## config.mk

```make
export PLATFORM = sky130hd
export DESIGN_NAME = cbe_cfg_regs
export DESIGN_NICKNAME = d
export VERILOG_FILES = /design/src/rtl/core/cbe_pkg.sv /design/src/rtl/core/cbe_cfg_regs.sv
export SDC_FILE = /design/constraint.sdc
export NUM_CORES = 2
export LEC_CHECK = 0
export BUFFER_PORTS_ARGS = -buffer_cell sky130_fd_sc_hd__clkbuf_2
export CORE_MARGIN = 5
export CORE_UTILIZATION = 55
export DETAILED_ROUTE_END_ITERATION = 12
export GPL_TIMING_DRIVEN = 0
export MAX_ROUTING_LAYER = met4
export PLACE_DENSITY = 0.81
export RECOVER_POWER = 50
export SYNTH_ARGS = -nofsm -noshare
export SYNTH_HDL_FRONTEND = slang
export SYNTH_SLANG_ARGS = --single-unit
```

## constraint.sdc

```tcl
create_clock -name i_clk -period 8 [get_ports i_clk]
set_input_delay 0 -clock i_clk [delete_from_list [all_inputs] [get_ports i_clk]]
set_output_delay 0 -clock i_clk [all_outputs]
set_load 0.05 [all_outputs]
```

## src/rtl/core/cbe_pkg.sv

```systemverilog
// Shared widths, fixed-point constants and stage payload types of the Bezier evaluator.
`timescale 1ns / 1ps

package cbe_pkg;

    // Coordinate and parameter formats
    localparam int CoordBits = 16;
    localparam int FracBits  = 16;
    localparam int ParamW    = FracBits + 1;
    localparam int NumPts    = 4;
    localparam int NumAxes   = 3;
    localparam int CfgW      = NumAxes * CoordBits;
    localparam int CfgIdxW   = $clog2(NumPts);

    // Result field widths
    localparam int PosW = CoordBits;
    localparam int VelW = CoordBits + 3;
    localparam int AccW = CoordBits + 5;

    // Basis weights may carry one guard bit above 1.0
    localparam int BasisW   = ParamW + 1;
    // 3*d and 6*d of one coordinate difference
    localparam int VelCoefW = CoordBits + 4;
    // 6*(second difference)
    localparam int AccCoefW = CoordBits + 5;

    localparam logic [ParamW-1:0] ParamOne = {1'b1, {FracBits{1'b0}}};

    // Powers of t and 1-t leaving the basis pipeline
    typedef struct packed {
        logic [BasisW-1:0] b0;
        logic [BasisW-1:0] b1;
        logic [BasisW-1:0] b2;
        logic [BasisW-1:0] b3;
        logic [ParamW-1:0] u2;
        logic [ParamW-1:0] ut;
        logic [ParamW-1:0] t2;
        logic [ParamW-1:0] u;
        logic [ParamW-1:0] t;
    } t_basis;

    // Per-axis control points and pre-scaled differences
    typedef struct packed {
        logic signed [CoordBits-1:0] p0;
        logic signed [CoordBits-1:0] p1;
        logic signed [CoordBits-1:0] p2;
        logic signed [CoordBits-1:0] p3;
        logic signed [VelCoefW-1:0]  v10;
        logic signed [VelCoefW-1:0]  v21;
        logic signed [VelCoefW-1:0]  v32;
        logic signed [AccCoefW-1:0]  a0;
        logic signed [AccCoefW-1:0]  a1;
    } t_axis_coef;

endpackage

```

## src/rtl/core/cbe_cfg_regs.sv

```systemverilog
// Control-point registers and the per-axis difference coefficients derived from them.
`timescale 1ns / 1ps

module cbe_cfg_regs (
    input  logic                                         i_clk,
    input  logic                                         i_rst_n,
    input  logic                                         i_cfg_we,
    input  logic [cbe_pkg::CfgIdxW-1:0]                  i_cfg_idx,
    input  logic [cbe_pkg::CfgW-1:0]                     i_cfg_wdata,
    output cbe_pkg::t_axis_coef [cbe_pkg::NumAxes-1:0]   o_coef
);
    import cbe_pkg::*;

    logic [CfgW-1:0]              r_ctrl [NumPts];
    t_axis_coef [NumAxes-1:0]     r_coef;
    t_axis_coef [NumAxes-1:0]     n_coef;

    // Write one control point per beat
    always_ff @(posedge i_clk) begin
        if (!i_rst_n) begin
            for (int k = 0; k < NumPts; k++) begin
                r_ctrl[k] <= '0;
            end
        end else if (i_cfg_we) begin
            r_ctrl[i_cfg_idx] <= i_cfg_wdata;
        end
    end

    // Form differences per axis; the user must only move these between items, the block does not enforce it
    always_comb begin
        logic signed [CoordBits-1:0] p0, p1, p2, p3;
        logic signed [CoordBits:0]   d10, d21, d32;
        logic signed [CoordBits+1:0] s0, s1;
        for (int a = 0; a < NumAxes; a++) begin
            p0  = r_ctrl[0][a*CoordBits +: CoordBits];
            p1  = r_ctrl[1][a*CoordBits +: CoordBits];
            p2  = r_ctrl[2][a*CoordBits +: CoordBits];
            p3  = r_ctrl[3][a*CoordBits +: CoordBits];
            d10 = (CoordBits+1)'(p1) - (CoordBits+1)'(p0);
            d21 = (CoordBits+1)'(p2) - (CoordBits+1)'(p1);
            d32 = (CoordBits+1)'(p3) - (CoordBits+1)'(p2);
            s0  = (CoordBits+2)'(p2) - ((CoordBits+2)'(p1) <<< 1) + (CoordBits+2)'(p0);
            s1  = (CoordBits+2)'(p3) - ((CoordBits+2)'(p2) <<< 1) + (CoordBits+2)'(p1);
            n_coef[a].p0  = p0;
            n_coef[a].p1  = p1;
            n_coef[a].p2  = p2;
            n_coef[a].p3  = p3;
            n_coef[a].v10 = (VelCoefW'(d10) <<< 1) + VelCoefW'(d10);
            n_coef[a].v21 = (VelCoefW'(d21) <<< 2) + (VelCoefW'(d21) <<< 1);
            n_coef[a].v32 = (VelCoefW'(d32) <<< 1) + VelCoefW'(d32);
            n_coef[a].a0  = (AccCoefW'(s0) <<< 2) + (AccCoefW'(s0) <<< 1);
            n_coef[a].a1  = (AccCoefW'(s1) <<< 2) + (AccCoefW'(s1) <<< 1);
        end
    end

    always_ff @(posedge i_clk) begin
        r_coef <= n_coef;
    end

    assign o_coef = r_coef;

endmodule

```

Yosys cells after proc, flatten, opt, wreduce, memory -nomap -nowiden
Memory sizes are Yosys's and may differ from the RTL's.
Cells that the tools add are included.
W data, S select, Z words.
{ "totals": {"out_inout_bits": 498, "word_cells": 72, "mem_count": 1, "in_bits": 53, "ram_bits": 192, "register_bits": 494} }
{ "classes": {"reduce_logical": 1, "add_sub_neg": 36, "muxes": 7} }
{ "mem_list": {"columns": ["name", "depth", "word_bits", "read_ports", "rd_clocked_by_memory_dff", "wr", "line_no", "text"], "rows": [
  ["r_ctrl", 4, 48, 4, 0, 4, "cbe_cfg_regs.sv:14", "logic [CfgW-1:0] r_ctrl [NumPts];"]
]} }
{ "ops": {"columns": ["op", "n"], "rows": [
  ["$sub A16 B16 Y17", 9],
  ["$add A20 B19 Y21", 6],
  ["$add A18 B17 Y19", 6],
  ["$add A18 B16 Y18", 6],
  ["$sub A16 B17 Y18", 6],
  ["$add A19 B18 Y20", 3],
  ["$mux W48", 1],
  ["$reduce_or A48 Y1", 1],
  ["$mux W1", 5],
  ["$mux W2", 1]
]} }

Logic depth before layout (Yosys ltp)
{ "depth": {"word_depth": 5, "depth_mapped": 23} }

Worst setup path before layout
Ideal clock, no wire load.
{ "synth_path": {"kind": "reg-to-reg", "from": "mem r_ctrl[2][34] (netlist name)", "to": "reg r_coef, in the netlist o_coef[350]", "path_slack_ns": 3.700, "path_stages_with_launch": 18, "t_required_ns": 7.928, "n_path_buf": 0, "synth_period_minus_slack_ns": 4.300, "arrival_ns": 4.227, "cell_sequence": "edfxtp_1 fa_1 inv_1 ha_1 a21o_1 a31oi_2 o21ai_1 o41ai_4 xor2_2 inv_1 ha_1 or3_1 o21a_1 and2_1 a211o_1 a41o_1 o41ai_2 xnor2_1"} }
{ "synth_rtl": {"columns": ["item", "line_no", "text"], "rows": [
  ["from (decl)", "cbe_cfg_regs.sv:14", null],
  ["to (signal assigned)", "cbe_cfg_regs.sv:57", "r_coef <= n_coef;"],
  ["to (decl)", "cbe_cfg_regs.sv:15", "t_axis_coef [NumAxes-1:0] r_coef;"]
]} }

==> metrics.yaml <==
ant_nets: 0
drc: 0
synth_area_leader_cell: "dfxtp_1"
tightest_slew_ns: 1.839
placed_cells: 5688
synth_xor_area_frac: 0.08191
worstPathArrival_ns: 5.99
worstPathMaxFanout: 6
hold_viol: 0
cap_violations: 1
yosys.area_share.simple: 0.1333
drv_slew: 24
violations: "capacitance limit, slew limit"
cts_htree_levels: 3
avgSynthCellArea_um2: 9.724
numCtsBuffers: 73
busiest_layer: "met2"
ir_worst_vdd_v: 0.0004053
syn2layout_area_growth_pct: 16.08
wire_per_inst_um: 19.61
core_um2: 73080
port_buffers: 541
fin_crit_ns: 5.445
start_util: 0.5557
die_h_um: 281.7
fin_cells: 5875
yosysTopAreaCellShare: 0.2381
worst-path-buf-inv: 2
yosysSeqAreaShare: 0.3800
hold_path.class: "in -> reg"
cts.path.max_buffers: 3
yosys_most_used_dff: "dfxtp_1"
cp-start-kind: "flip-flop"
holdWs_ns: 0.2380
layout_common_cells: "570 x inv_1, 489 x ha_1, 483 x dfxtp_1, 425 x clkbuf_1, 310 x xnor2_1"
grt_pass1_wl_um: 174200
gp_congestion: 0.9322
drt-total-wl_um: 115200
via_count: 32410
fin_worst_skew_ns: 0.02975
die_x_um: 281.7
postCtsSetupBuffers: 0
critPathKind: "reg -> reg"
cp-end-kind: "flip-flop"
cts_tree: "yes"
fin_nets: 5516
rows: 99
crit_required_ns: 8.55
reg2reg_slack_ns: 2.55
cpMostUsedCell: "a21oi_1"
slowest_delay_ns: 0.61
track_usage: 0.2874
cts-root-buf: "clkbuf_16"
path_cells: "inv_1 > ha_1 > inv_1 > fa_1 > a21o_1 > a21oi_1 > o21bai_1 > a21oi_1 > nor2b_1 > o2111ai_1 > nand3_1 > o41ai_1 > o21ai_0 > a211oi_1 > ha_1 > and3_1 > a211o_1 > a21oi_1 > xnor2_1"
grt-ovfl-total: 0
grt_pass1_vias: 32170
met1_usage: 0.3443
crit_slowest_cell: "o41ai_1"
synth-compound-area-share: 0.1343
layout-drive-gt1-share: 0.06678
synth_area_um2: 40620
drt_first_pass_iters: 6
muxShareOfSynthArea: 0.001479
async_flop_share: 0
synthAdderAreaFrac: 0.2108
cts.sinks: 675
first_iter_violations: 1921
relSlewSlack: -0.2259
ys_ff_latch: 675
cts.reportedPaths.clkPinSlew_ns: 0.06
final_common_cell: "inv_1"
dp.final_hpwl_um: 90680
critPathTopFamily: "compound AO/OA/AOI/OAI gates"
rsz0062_at_grt: "false"
power_density_nw_per_um2: 475.8
fmax_ghz: 0.1836
worstSkewPairLatency_ns: 0.63
ios: 551
power_uw: 22430
vias_per_cell: 5.516
p_leak_uw: 0.02167
fp.dieArea_um2: 79380
netlist_top_cells_area: "dfxtp_1 24%, ha_1 15%, edfxtp_1 14%, xnor2_1 6.7%, fa_1 5.9%"
outcome: "complete, but fails checks"
finalSetupViolCount: 0
synth_top_family_by_area: "adder cells"
gr-usage-met3: 0.04297
grt_max_degree: 49
synth_edf_count: 192
final.period_utilization: 0.6807
antenna_found_initial: 5
num-fill-cells: 5977
post_synth_num_cell_types: 81
ys.warnings.count: 0
met2_usage: 0.4887
synthCells: 4177
==> power by group <==
part | switching [µW] | internal, µW | total (µW)
Sequential | 514 | 4590 | 5100
Clock | 1460 | 2020 | 3480
Combinational | 9030 | 4820 | 13800
==> metal layers <==
layer  part of all wire  wire length (µm)
met5                  0                 0
met1               0.41             46920
met3              0.063              7239
met2               0.48             55830
met4              0.045              5195
==> cells by family (layout without fill, tap and decap cells) <==
| group | Yosys count | in the layout |
|---|---|---|
| AO/OA/AOI/OAI | 822 | 822 |
| XOR/XNOR | 379 | 379 |
| adder cells (fa/ha/maj) | 613 | 613 |
| buffers and inverters | 613 | 1340 |
| flip-flops | 675 | 675 |
| multiplexers | 6 | 6 |
| other | 1 | 13 |
| AND/OR/NAND/NOR | 1068 | 1068 |
==> cell usage after synthesis (all sizes together) (19+ instances only) <==
cell type,instances
edfxtp,192
o21a,72
o21bai,30
ha,489
o211ai,20
xnor2,310
a21oi,251
nand2,174
dfxtp,483
o21ai,143
fa,120
xor2,69
a21o,53
a211o,19
and2,165
nor2b,67
inv,570
nand3,83
a21boi,40
and3,84
nor2,263
or3,35
clkbuf,27
nor3,97
o41ai,20
nand2b,39
a31oi,24
==> worst min-delay path: cells and delay by family <==
family	cells	cell delay, ns
AND/OR/NAND/NOR	1	0.11
buffers and inverters	2	0.65
==> area by class of cell <==
class | instances | area, µm² | share of cell area
Timing Repair Buffer | 594 | 2761 | 0.05857
Multi-Input combinational cell | 2897 | 22870 | 0.4852
Tap cell | 959 | 1200 | 0.02545
Buffer | 43 | 219.0 | 0.004644
Antenna cell | 4 | 10.01 | 0.0002123
Clock inverter | 33 | 307.8 | 0.006528
Inverter | 570 | 2140 | 0.04538
Clock buffer | 100 | 2201 | 0.04668
Sequential cell | 675 | 15430 | 0.3274
==> state kept, by name, indices dropped and copies added, names as in the netlist <==
signal	cells
o_coef	483
r_ctrl	192
==> final timing paths <==
check / from / to / cells after the start
max: r_ctrl[1][32]$_SDFFCE_PN0P_ / o_coef[430]$_DFF_P_ / 19
min: i_cfg_wdata[47] / r_ctrl[2][47]$_SDFFCE_PN0P_ / 3
max reg2reg: r_ctrl[1][32]$_SDFFCE_PN0P_ / o_coef[430]$_DFF_P_ / 19
min reg2reg: r_ctrl[0][6]$_SDFFCE_PN0P_ / o_coef[156]$_DFF_P_ / 0
==> timing repair <==
action                    4_1_cts  5_1_grt
hold buffers                   50        0
hold endpoints to repair      200        0
resized for setup               0        0
==> per-stage QoR <==
step / setup TNS [ns] / instance area [µm²] / util / setup slack [ns]
after floorplan: 0 / 40650 / - / 3.700
after global placement: -6.549 / 44550 / 0.6096 / -0.1435
after detailed placement: 0 / 44660 / 0.6111 / 2.686
after CTS: 0 / 47670 / 0.6523 / 2.649
after global routing: 0 / 47150 / 0.6451 / 2.355
final: 0 / 47150 / 0.6451 / 2.555
Note: power is estimated with default switching activity, not from simulation.
