**src/rtl/core/cbe_pkg.sv**
```systemverilog
// Shared widths, fixed-point constants and stage payload types of the Bezier evaluator.
`timescale 1ns / 1ps

package cbe_pkg;

    // Coordinate and parameter formats
    localparam int CoordBits = 16;
    localparam int FracBits  = 16;
    localparam int ParamW    = FracBits + 1;
    localparam int NumPts    = 4;
    localparam int NumAxes   = 3;
    localparam int CfgW      = NumAxes * CoordBits;
    localparam int CfgIdxW   = $clog2(NumPts);

    // Result field widths
    localparam int PosW = CoordBits;
    localparam int VelW = CoordBits + 3;
    localparam int AccW = CoordBits + 5;

    // Basis weights may carry one guard bit above 1.0
    localparam int BasisW   = ParamW + 1;
    // 3*d and 6*d of one coordinate difference
    localparam int VelCoefW = CoordBits + 4;
    // 6*(second difference)
    localparam int AccCoefW = CoordBits + 5;

    localparam logic [ParamW-1:0] ParamOne = {1'b1, {FracBits{1'b0}}};

    // Powers of t and 1-t leaving the basis pipeline
    typedef struct packed {
        logic [BasisW-1:0] b0;
        logic [BasisW-1:0] b1;
        logic [BasisW-1:0] b2;
        logic [BasisW-1:0] b3;
        logic [ParamW-1:0] u2;
        logic [ParamW-1:0] ut;
        logic [ParamW-1:0] t2;
        logic [ParamW-1:0] u;
        logic [ParamW-1:0] t;
    } t_basis;

    // Per-axis control points and pre-scaled differences
    typedef struct packed {
        logic signed [CoordBits-1:0] p0;
        logic signed [CoordBits-1:0] p1;
        logic signed [CoordBits-1:0] p2;
        logic signed [CoordBits-1:0] p3;
        logic signed [VelCoefW-1:0]  v10;
        logic signed [VelCoefW-1:0]  v21;
        logic signed [VelCoefW-1:0]  v32;
        logic signed [AccCoefW-1:0]  a0;
        logic signed [AccCoefW-1:0]  a1;
    } t_axis_coef;

endpackage

```
**src/rtl/core/cbe_basis.sv**
```systemverilog
// Three-stage pipeline from the curve parameter to the Bernstein weights and powers of t.
`timescale 1ns / 1ps

module cbe_basis (
    input  logic                          i_clk,
    input  logic                          i_rst_n,
    input  logic                          i_valid,
    input  logic [cbe_pkg::ParamW-1:0]    i_param,
    output logic                          o_valid,
    output cbe_pkg::t_basis               o_basis
);
    import cbe_pkg::*;

    localparam int ProdW = 2 * ParamW;

    // Stage 0: clamped t and 1-t
    logic              r_v0, r_v1, r_v2;
    logic [ParamW-1:0] r_t0, r_u0, n_t0;
    // Stage 1: second-order powers
    logic [ParamW-1:0] r_t1, r_u1, r_u2_1, r_t2_1, r_ut1;
    logic [ProdW-1:0]  m_uu, m_tt, m_ut;
    // Stage 2: third-order weights
    logic [ProdW-1:0]  m_b0, m_b1, m_b2, m_b3;
    logic [ProdW+1:0]  m_b1x3, m_b2x3;
    t_basis            r_basis, n_basis;

    // Advance valid bits
    always_ff @(posedge i_clk) begin
        if (!i_rst_n) begin
            r_v0 <= 1'b0;
            r_v1 <= 1'b0;
            r_v2 <= 1'b0;
        end else begin
            r_v0 <= i_valid;
            r_v1 <= r_v0;
            r_v2 <= r_v1;
        end
    end

    // Clamp t to one
    assign n_t0 = (i_param > ParamOne) ? ParamOne : i_param;

    always_ff @(posedge i_clk) begin
        r_t0 <= n_t0;
        r_u0 <= ParamOne - n_t0;
    end

    // Second-order products, truncated to the parameter scale
    assign m_uu = r_u0 * r_u0;
    assign m_tt = r_t0 * r_t0;
    assign m_ut = r_u0 * r_t0;

    always_ff @(posedge i_clk) begin
        r_t1   <= r_t0;
        r_u1   <= r_u0;
        r_u2_1 <= m_uu[FracBits +: ParamW];
        r_t2_1 <= m_tt[FracBits +: ParamW];
        r_ut1  <= m_ut[FracBits +: ParamW];
    end

    // Cubic weights; the middle two carry the factor three as a shift-add
    assign m_b0   = r_u2_1 * r_u1;
    assign m_b1   = r_u2_1 * r_t1;
    assign m_b2   = r_t2_1 * r_u1;
    assign m_b3   = r_t2_1 * r_t1;
    assign m_b1x3 = {2'b00, m_b1} + {1'b0, m_b1, 1'b0};
    assign m_b2x3 = {2'b00, m_b2} + {1'b0, m_b2, 1'b0};

    always_comb begin
        n_basis.b0 = {1'b0, m_b0[FracBits +: ParamW]};
        n_basis.b1 = m_b1x3[FracBits +: BasisW];
        n_basis.b2 = m_b2x3[FracBits +: BasisW];
        n_basis.b3 = {1'b0, m_b3[FracBits +: ParamW]};
        n_basis.u2 = r_u2_1;
        n_basis.ut = r_ut1;
        n_basis.t2 = r_t2_1;
        n_basis.u  = r_u1;
        n_basis.t  = r_t1;
    end

    always_ff @(posedge i_clk) begin
        r_basis <= n_basis;
    end

    assign o_valid = r_v2;
    assign o_basis = r_basis;

    // t and 1-t always add up to one after the clamp
    assert property (@(posedge i_clk) disable iff (!i_rst_n)
        r_v0 |-> ({1'b0, r_t0} + {1'b0, r_u0} == {1'b0, ParamOne}))
        else $error("t and 1-t do not sum to one");

    // The cross term never exceeds either factor
    assert property (@(posedge i_clk) disable iff (!i_rst_n)
        r_v1 |-> (r_ut1 <= r_u1 && r_ut1 <= r_t1))
        else $error("u*t exceeds one of its factors");

    // t^3 never exceeds t^2 it was built from
    assert property (@(posedge i_clk) disable iff (!i_rst_n)
        r_v2 |-> (r_basis.b3 <= {1'b0, r_basis.t2}))
        else $error("t^3 weight exceeds t^2");

endmodule

```
**config.mk**
```make
export PLATFORM = sky130hd
export DESIGN_NAME = cbe_basis
export DESIGN_NICKNAME = d
export VERILOG_FILES = /design/src/rtl/core/cbe_pkg.sv /design/src/rtl/core/cbe_basis.sv
export SDC_FILE = /design/constraint.sdc
export NUM_CORES = 2
export LEC_CHECK = 0
export ABC_AREA = 1
export BUFFER_PORTS_ARGS = -buffer_cell sky130_fd_sc_hd__buf_2
export CAP_MARGIN = 20
export CORE_ASPECT_RATIO = 0.5
export CORE_MARGIN = 10
export CORE_UTILIZATION = 30
export DETAILED_ROUTE_END_ITERATION = 10
export GPL_TIMING_DRIVEN = 0
export PLACE_DENSITY = 0.56
export SLEW_MARGIN = 20
export SYNTH_ARGS = -nofsm -noshare
export SYNTH_HDL_FRONTEND = slang
export SYNTH_SLANG_ARGS = --single-unit
```
**constraint.sdc**
```tcl
create_clock -name i_clk -period 15.2 [get_ports i_clk]
set_input_delay 0 -clock i_clk [delete_from_list [all_inputs] [get_ports i_clk]]
set_output_delay 0 -clock i_clk [all_outputs]
set_load 0.01 [all_outputs]
```
## Word level (Yosys, flattened, before mapping)

Index checks and enable logic that the tools add are counted.

- $add $sub $neg: 3
- Muxes and demuxes: 1
- Order comparisons: 1
- $mul: 7

Operators by type and width:

| operator | count |
|---|---|
| 17-bit by 17-bit multiplier with 33-bit output | 5 |
| 34-bit adder | 2 |
| 17-bit by 17-bit multiplier with 34-bit output | 2 |
| 17-bit > comparator, second input constant | 1 |
| 17-bit two-way mux | 1 |
| 17-bit subtractor, first input constant | 1 |

- Output and inout bits: 158
- Word-level logic and storage cells: 31
- Register bits: 277

## Longest topological paths before layout

- Depth after elaboration: 3
- Mapped depth: 37
- Mapped depth without buffers: 35

## Worst setup path after synthesis

OpenSTA, ideal clock, no wires.

- Path kind: flip-flop to flip-flop
- Start: register r_t1[8]
- End: register r_basis, in the netlist o_basis[138]
- Library setup time: 0.113 ns
- Cell stages (with the launch flop): 32
- Slack: 8.487 ns
- Period minus slack after synthesis: 6.713 ns
- Arrival time: 6.600 ns
- Path through: dfxtp_1 > clkbuf_1 > clkbuf_1 > nand2_1 > fa_1 > inv_1 > fa_1 > inv_1 > fa_1 > inv_1 > fa_1 > fa_1 > inv_1 > fa_1 > inv_1 > ha_1 > nand2_1 > nand2_1 > o21bai_1 > a21oi_1 > o21ai_1 > a21boi_0 > o21ai_1 > xor2_1 > ha_1 > nand2_1 > nor4_1 > a221oi_1 > nand2_1 > nand3_1 > nand4_1 > nand2_1

- Cells in the longest elaborated chain, start to end: 2

Ends and longest elaborated chain:

| element | RTL line | RTL |
|---|---|---|
| from (decl) | cbe_basis.sv:20 | `logic [ParamW-1:0] r_t1, r_u1, r_u2_1, r_t2_1, r_ut1;` |
| from (signal assigned) | cbe_basis.sv:54 | `r_t1 <= r_t0;` |
| 17-bit by 17-bit multiplier with 34-bit output | cbe_basis.sv:63 | `assign m_b1 = r_u2_1 * r_t1;` |
| 34-bit adder | cbe_basis.sv:66 | `assign m_b1x3 = {2'b00, m_b1} + {1'b0, m_b1, 1'b0};` |
| named net m_b1x3[33] | cbe_basis.sv:24 | `logic [ProdW+1:0] m_b1x3, m_b2x3;` |
| to (signal assigned) | cbe_basis.sv:82 | `r_basis <= n_basis;` |
| to (decl) | cbe_basis.sv:25 | `t_basis r_basis, n_basis;` |

The timed path passes the listed nets, and every way through them passes these cells.
A chain may end at the register's enable or synchronous reset.

## Worst setup path in the final report

- Start: register r_t1[2]
- End: register r_basis, in the netlist o_basis[138]

Same word-level chain as after synthesis.

==> key figures <==
Status
  • Outcome: complete, no violations

Place
  • Placed wire-length estimate: 211 mm
  • Final GP Congestion: roughly 0.95
  • IO Port Bufs: 175
  • Dpl ws: slightly above 6000 ps

Synthesis
  • EDFF count, synth: 0
  • Post-synth top area share: 0.404
  • Seq cells post-synth: about 270
  • Compound-Gate Fraction of Synth Area: 0.0417
  • Multiplexer share of the synthesized area: 0
  • Seq/Total Area, Yosys: 0.0742
  • Post-synthesis share of cell area spent on xor and xnor gates: 0.0253
  • Largest family of logic cells by synthesized area: adder cells
  • Post-synth top flop: dfxtp_1
  • Synth top cells by count: inv_1 (2,825), nand2_1 (2,388), fa_1 (1,492)
  • Mapped Area: around 74,000 sq um
  • Simple-gate share of the synthesized area: 0.157
  • Syn avg cell area: 7.83 sq um
  • Ranking of synthesized cells by area: fa_1 (40%), inv_1 (14%), ha_1 (13%), nand2_1 (12%), dfxtp_1 (7.4%)
  • Most common cell in the netlist: inv_1
  • Post-synth top area cell: fa_1
  • Warnings, synthesis: 0
  • Post-synth cell types: 54
  • Adder-cell share of the synthesized area: 0.538
  • Mapped Cells: around 9,400
  • Async SR Flop Fraction: 0

CTS
  • Clock Pin Slew Worst Setup and Hold Paths: ~80 ps
  • Max Root-Sink Buffers: 3
  • CTS tree: built
  • H-tree levels: 1
  • Post-CTS Hold Buffers: 31
  • TritonCTS buffer count: 30
  • CTS-repair resized insts: 0
  • Worst-Skew Late Latency: between 600 and 700 ps
  • TritonCTS Sinks: roughly 270
  • Setup Buffers After CTS: 0
  • Clock Root Buffer: clkbuf_16

Global route
  • Largest net degree at the start of global routing: 18
  • Grt ovf: 0
  • GRT Total Usage: 0.182
  • Initial antenna violation count: 13
  • Vias in the first global route: approximately 62,000
  • First-pass GRT wire length: approximately 370 mm

STA
  • Tcrit/Tclk final: 0.616
  • Setup TNS: 0 ps
  • Setup Viol. Count Final: 0
  • Shortest period the worst path allows: 9360 ps
  • RSZ-0062 raised after global routing: false
  • Slew HR: 0.182
  • Maximum clock frequency: 107 MHz
  • Hold Fails Final Rpt: 0
  • Worst Hold Margin: 106 ps
  • Final WS setup: around 5800 ps
  • Worst Skew: about 42 ps
  • Worst Max-Slew Pin Slew: about 1200 ps
  • Fin. max-slew vios: 0

Die
  • I/O pins: roughly 180
  • Rows: roughly 130
  • Die height: 371 microns
  • Die area: about 270,000 sq um
  • Initial cell density of the core: 0.302
  • Core ar.: between 200,000 and 250,000 sq um
  • Die Span X: ~720 microns

Drt
  • Via count: approximately 60,000
  • Number of remaining DRC errors: 0
  • Detailed Routing Iterations Pass 1: 6
  • Initial DRC Count: 4,484
  • DR WL/cell: roughly 19 microns
  • Routed WL: roughly 250 mm
  • Antenna Nets Post-Route: 0
  • Vias/cell: roughly 4.6

Worst setup path
  • Crit path buf inv count: 5
  • Worst reg2reg path depth: 29
  • Worst reg2reg startpoint: r_t1[2]
  • Startpoint class of the critical path: register
  • Worst R2R Setup Slack: 5840 ps
  • Top fanout value on the critical path: 10
  • Max incr delay on CP: 940 ps
  • WP data arrival: ~10000 ps
  • Last element of the critical path: o_basis[138]
  • Crit-path most repeated cell: fa_1
  • Critical path origin: r_t1[2]
  • CP max stage cell: clkbuf_1
  • WP depth: 29
  • Setup CP Type: register to register
  • RR Endpoint: o_basis[138]
  • Crit-path leading delay family: adder cells
  • Crit end category: register
  • Critical path required time: around 16,000 ps

Layout
  • # nets final: around 12,000
  • Layout fillers: between 20,000 and 30,000
  • Fraction of layout cells with a size suffix above 1: 0.0353
  • Post-layout util: 0.328
  • P&R area growth vs syn: 8.56%
  • Area taken by multi-input logic gates: roughly 56,000 sq um
  • Reg area: roughly 5500 sq um

Flow run
  • Max Cap Viol: 0

Worst hold path
  • Hold depth: 4
  • Hold WC Path Type: input pin to register
## sequential cells by signal (all words and copies together) (netlist names), 16 cells and up
name / flops
o_basis: 154
r_t2_1: 17
r_u0: 17
r_u1: 17
r_u2_1: 17
r_ut1: 17
r_t0: 16
r_t1: 16
## worst min-delay path by stage
stage               endpoint   startpoint  slack, ps
finish               o_valid      i_rst_n        110
global route         o_valid      i_rst_n         90
CTS                  o_valid      i_rst_n         40
detailed placement      r_v0      i_valid        190
global placement        r_v0      i_valid        180
floorplan           r_t0[16]  i_param[16]         90
## layout by cell type (no fill, tap or decap), drive strengths merged, types with 3 or more instances in the layout
| cell type | synthesis | layout |
|---|---|---|
| dfxtp | 274 | 274 |
| o211ai | 11 | 11 |
| a21o | 24 | 24 |
| clkbuf | 386 | 419 |
| ha | 792 | 792 |
| inv | 2829 | 2834 |
| o31ai | 6 | 6 |
| nand2 | 2421 | 2421 |
| nand3b | 8 | 8 |
| o221a | 3 | 3 |
| clkinv | 0 | 15 |
| a221oi | 6 | 6 |
| dlygate4sd3 | 0 | 31 |
| nand4 | 38 | 38 |
| or2 | 4 | 4 |
| a31oi | 41 | 41 |
| xor2 | 129 | 129 |
| nand3 | 114 | 114 |
| nor3 | 29 | 29 |
| buf | 4 | 183 |
| a21oi | 279 | 279 |
| a211oi | 3 | 3 |
| nor2 | 260 | 260 |
| o21bai | 15 | 15 |
| o21ai | 121 | 121 |
| xnor2 | 84 | 84 |
| nor4 | 27 | 27 |
| fa | 1492 | 1492 |
| a21boi | 5 | 5 |
| a31o | 4 | 4 |
| o21a | 19 | 19 |
## final cells by class
cell class                      instances  area share
Multi-Input combinational cell       5949       0.702
Inverter                             2829       0.132
Sequential cell                       274      0.0684
Tap cell                             3250      0.0507
Buffer                                390      0.0186
Timing Repair Buffer                  210      0.0156
Clock buffer                           33     0.00963
Clock inverter                         23     0.00265
Antenna cell                            2   0.0000624
## cell families (layout without fill, tap and decap cells)
kind of cell | Yosys count | in the layout
flip-flops | 274 | 274
other | 1 | 4
adder cells (fa/ha/maj) | 2284 | 2284
buffers and inverters | 3219 | 3485
AO/OA/AOI/OAI | 544 | 544
XOR/XNOR | 213 | 213
AND/OR/NAND/NOR | 2906 | 2906
## metal layers
metal  vias to the layer above  track usage  part of all wire
met5                         -            0           0.00034
met4                        12       0.0596             0.039
met3                       462       0.0407             0.088
met2                      2176        0.307              0.46
met1                     29700        0.231              0.41
li1                      27500            -                 -
## worst register-to-register path, delay by kind of cell (launching register included)
| kind | cells | cell delay [ps] |
|---|---|---|
| adders and majority gates | 8 | 3800 |
| buffers and inverters | 5 | 1810 |
| AOI/OAI and AO/OA | 6 | 1680 |
| and+or+nand+nor | 9 | 1150 |
| DFF | 1 | 470 |
| xor gates and xnor gates | 1 | 310 |
## through the flow
stage / std cells / area [sq um]
after floorplan: 9442 / 73900
after CTS: 13000 / 80200
after detailed placement: 12900 / 78900
after global placement: 12900 / 78800
after global routing: 13000 / 80200
final: 13000 / 80200
Power is not shown: default switching activity piles up to over one toggle a cycle in this logic, so the estimate is an artifact.
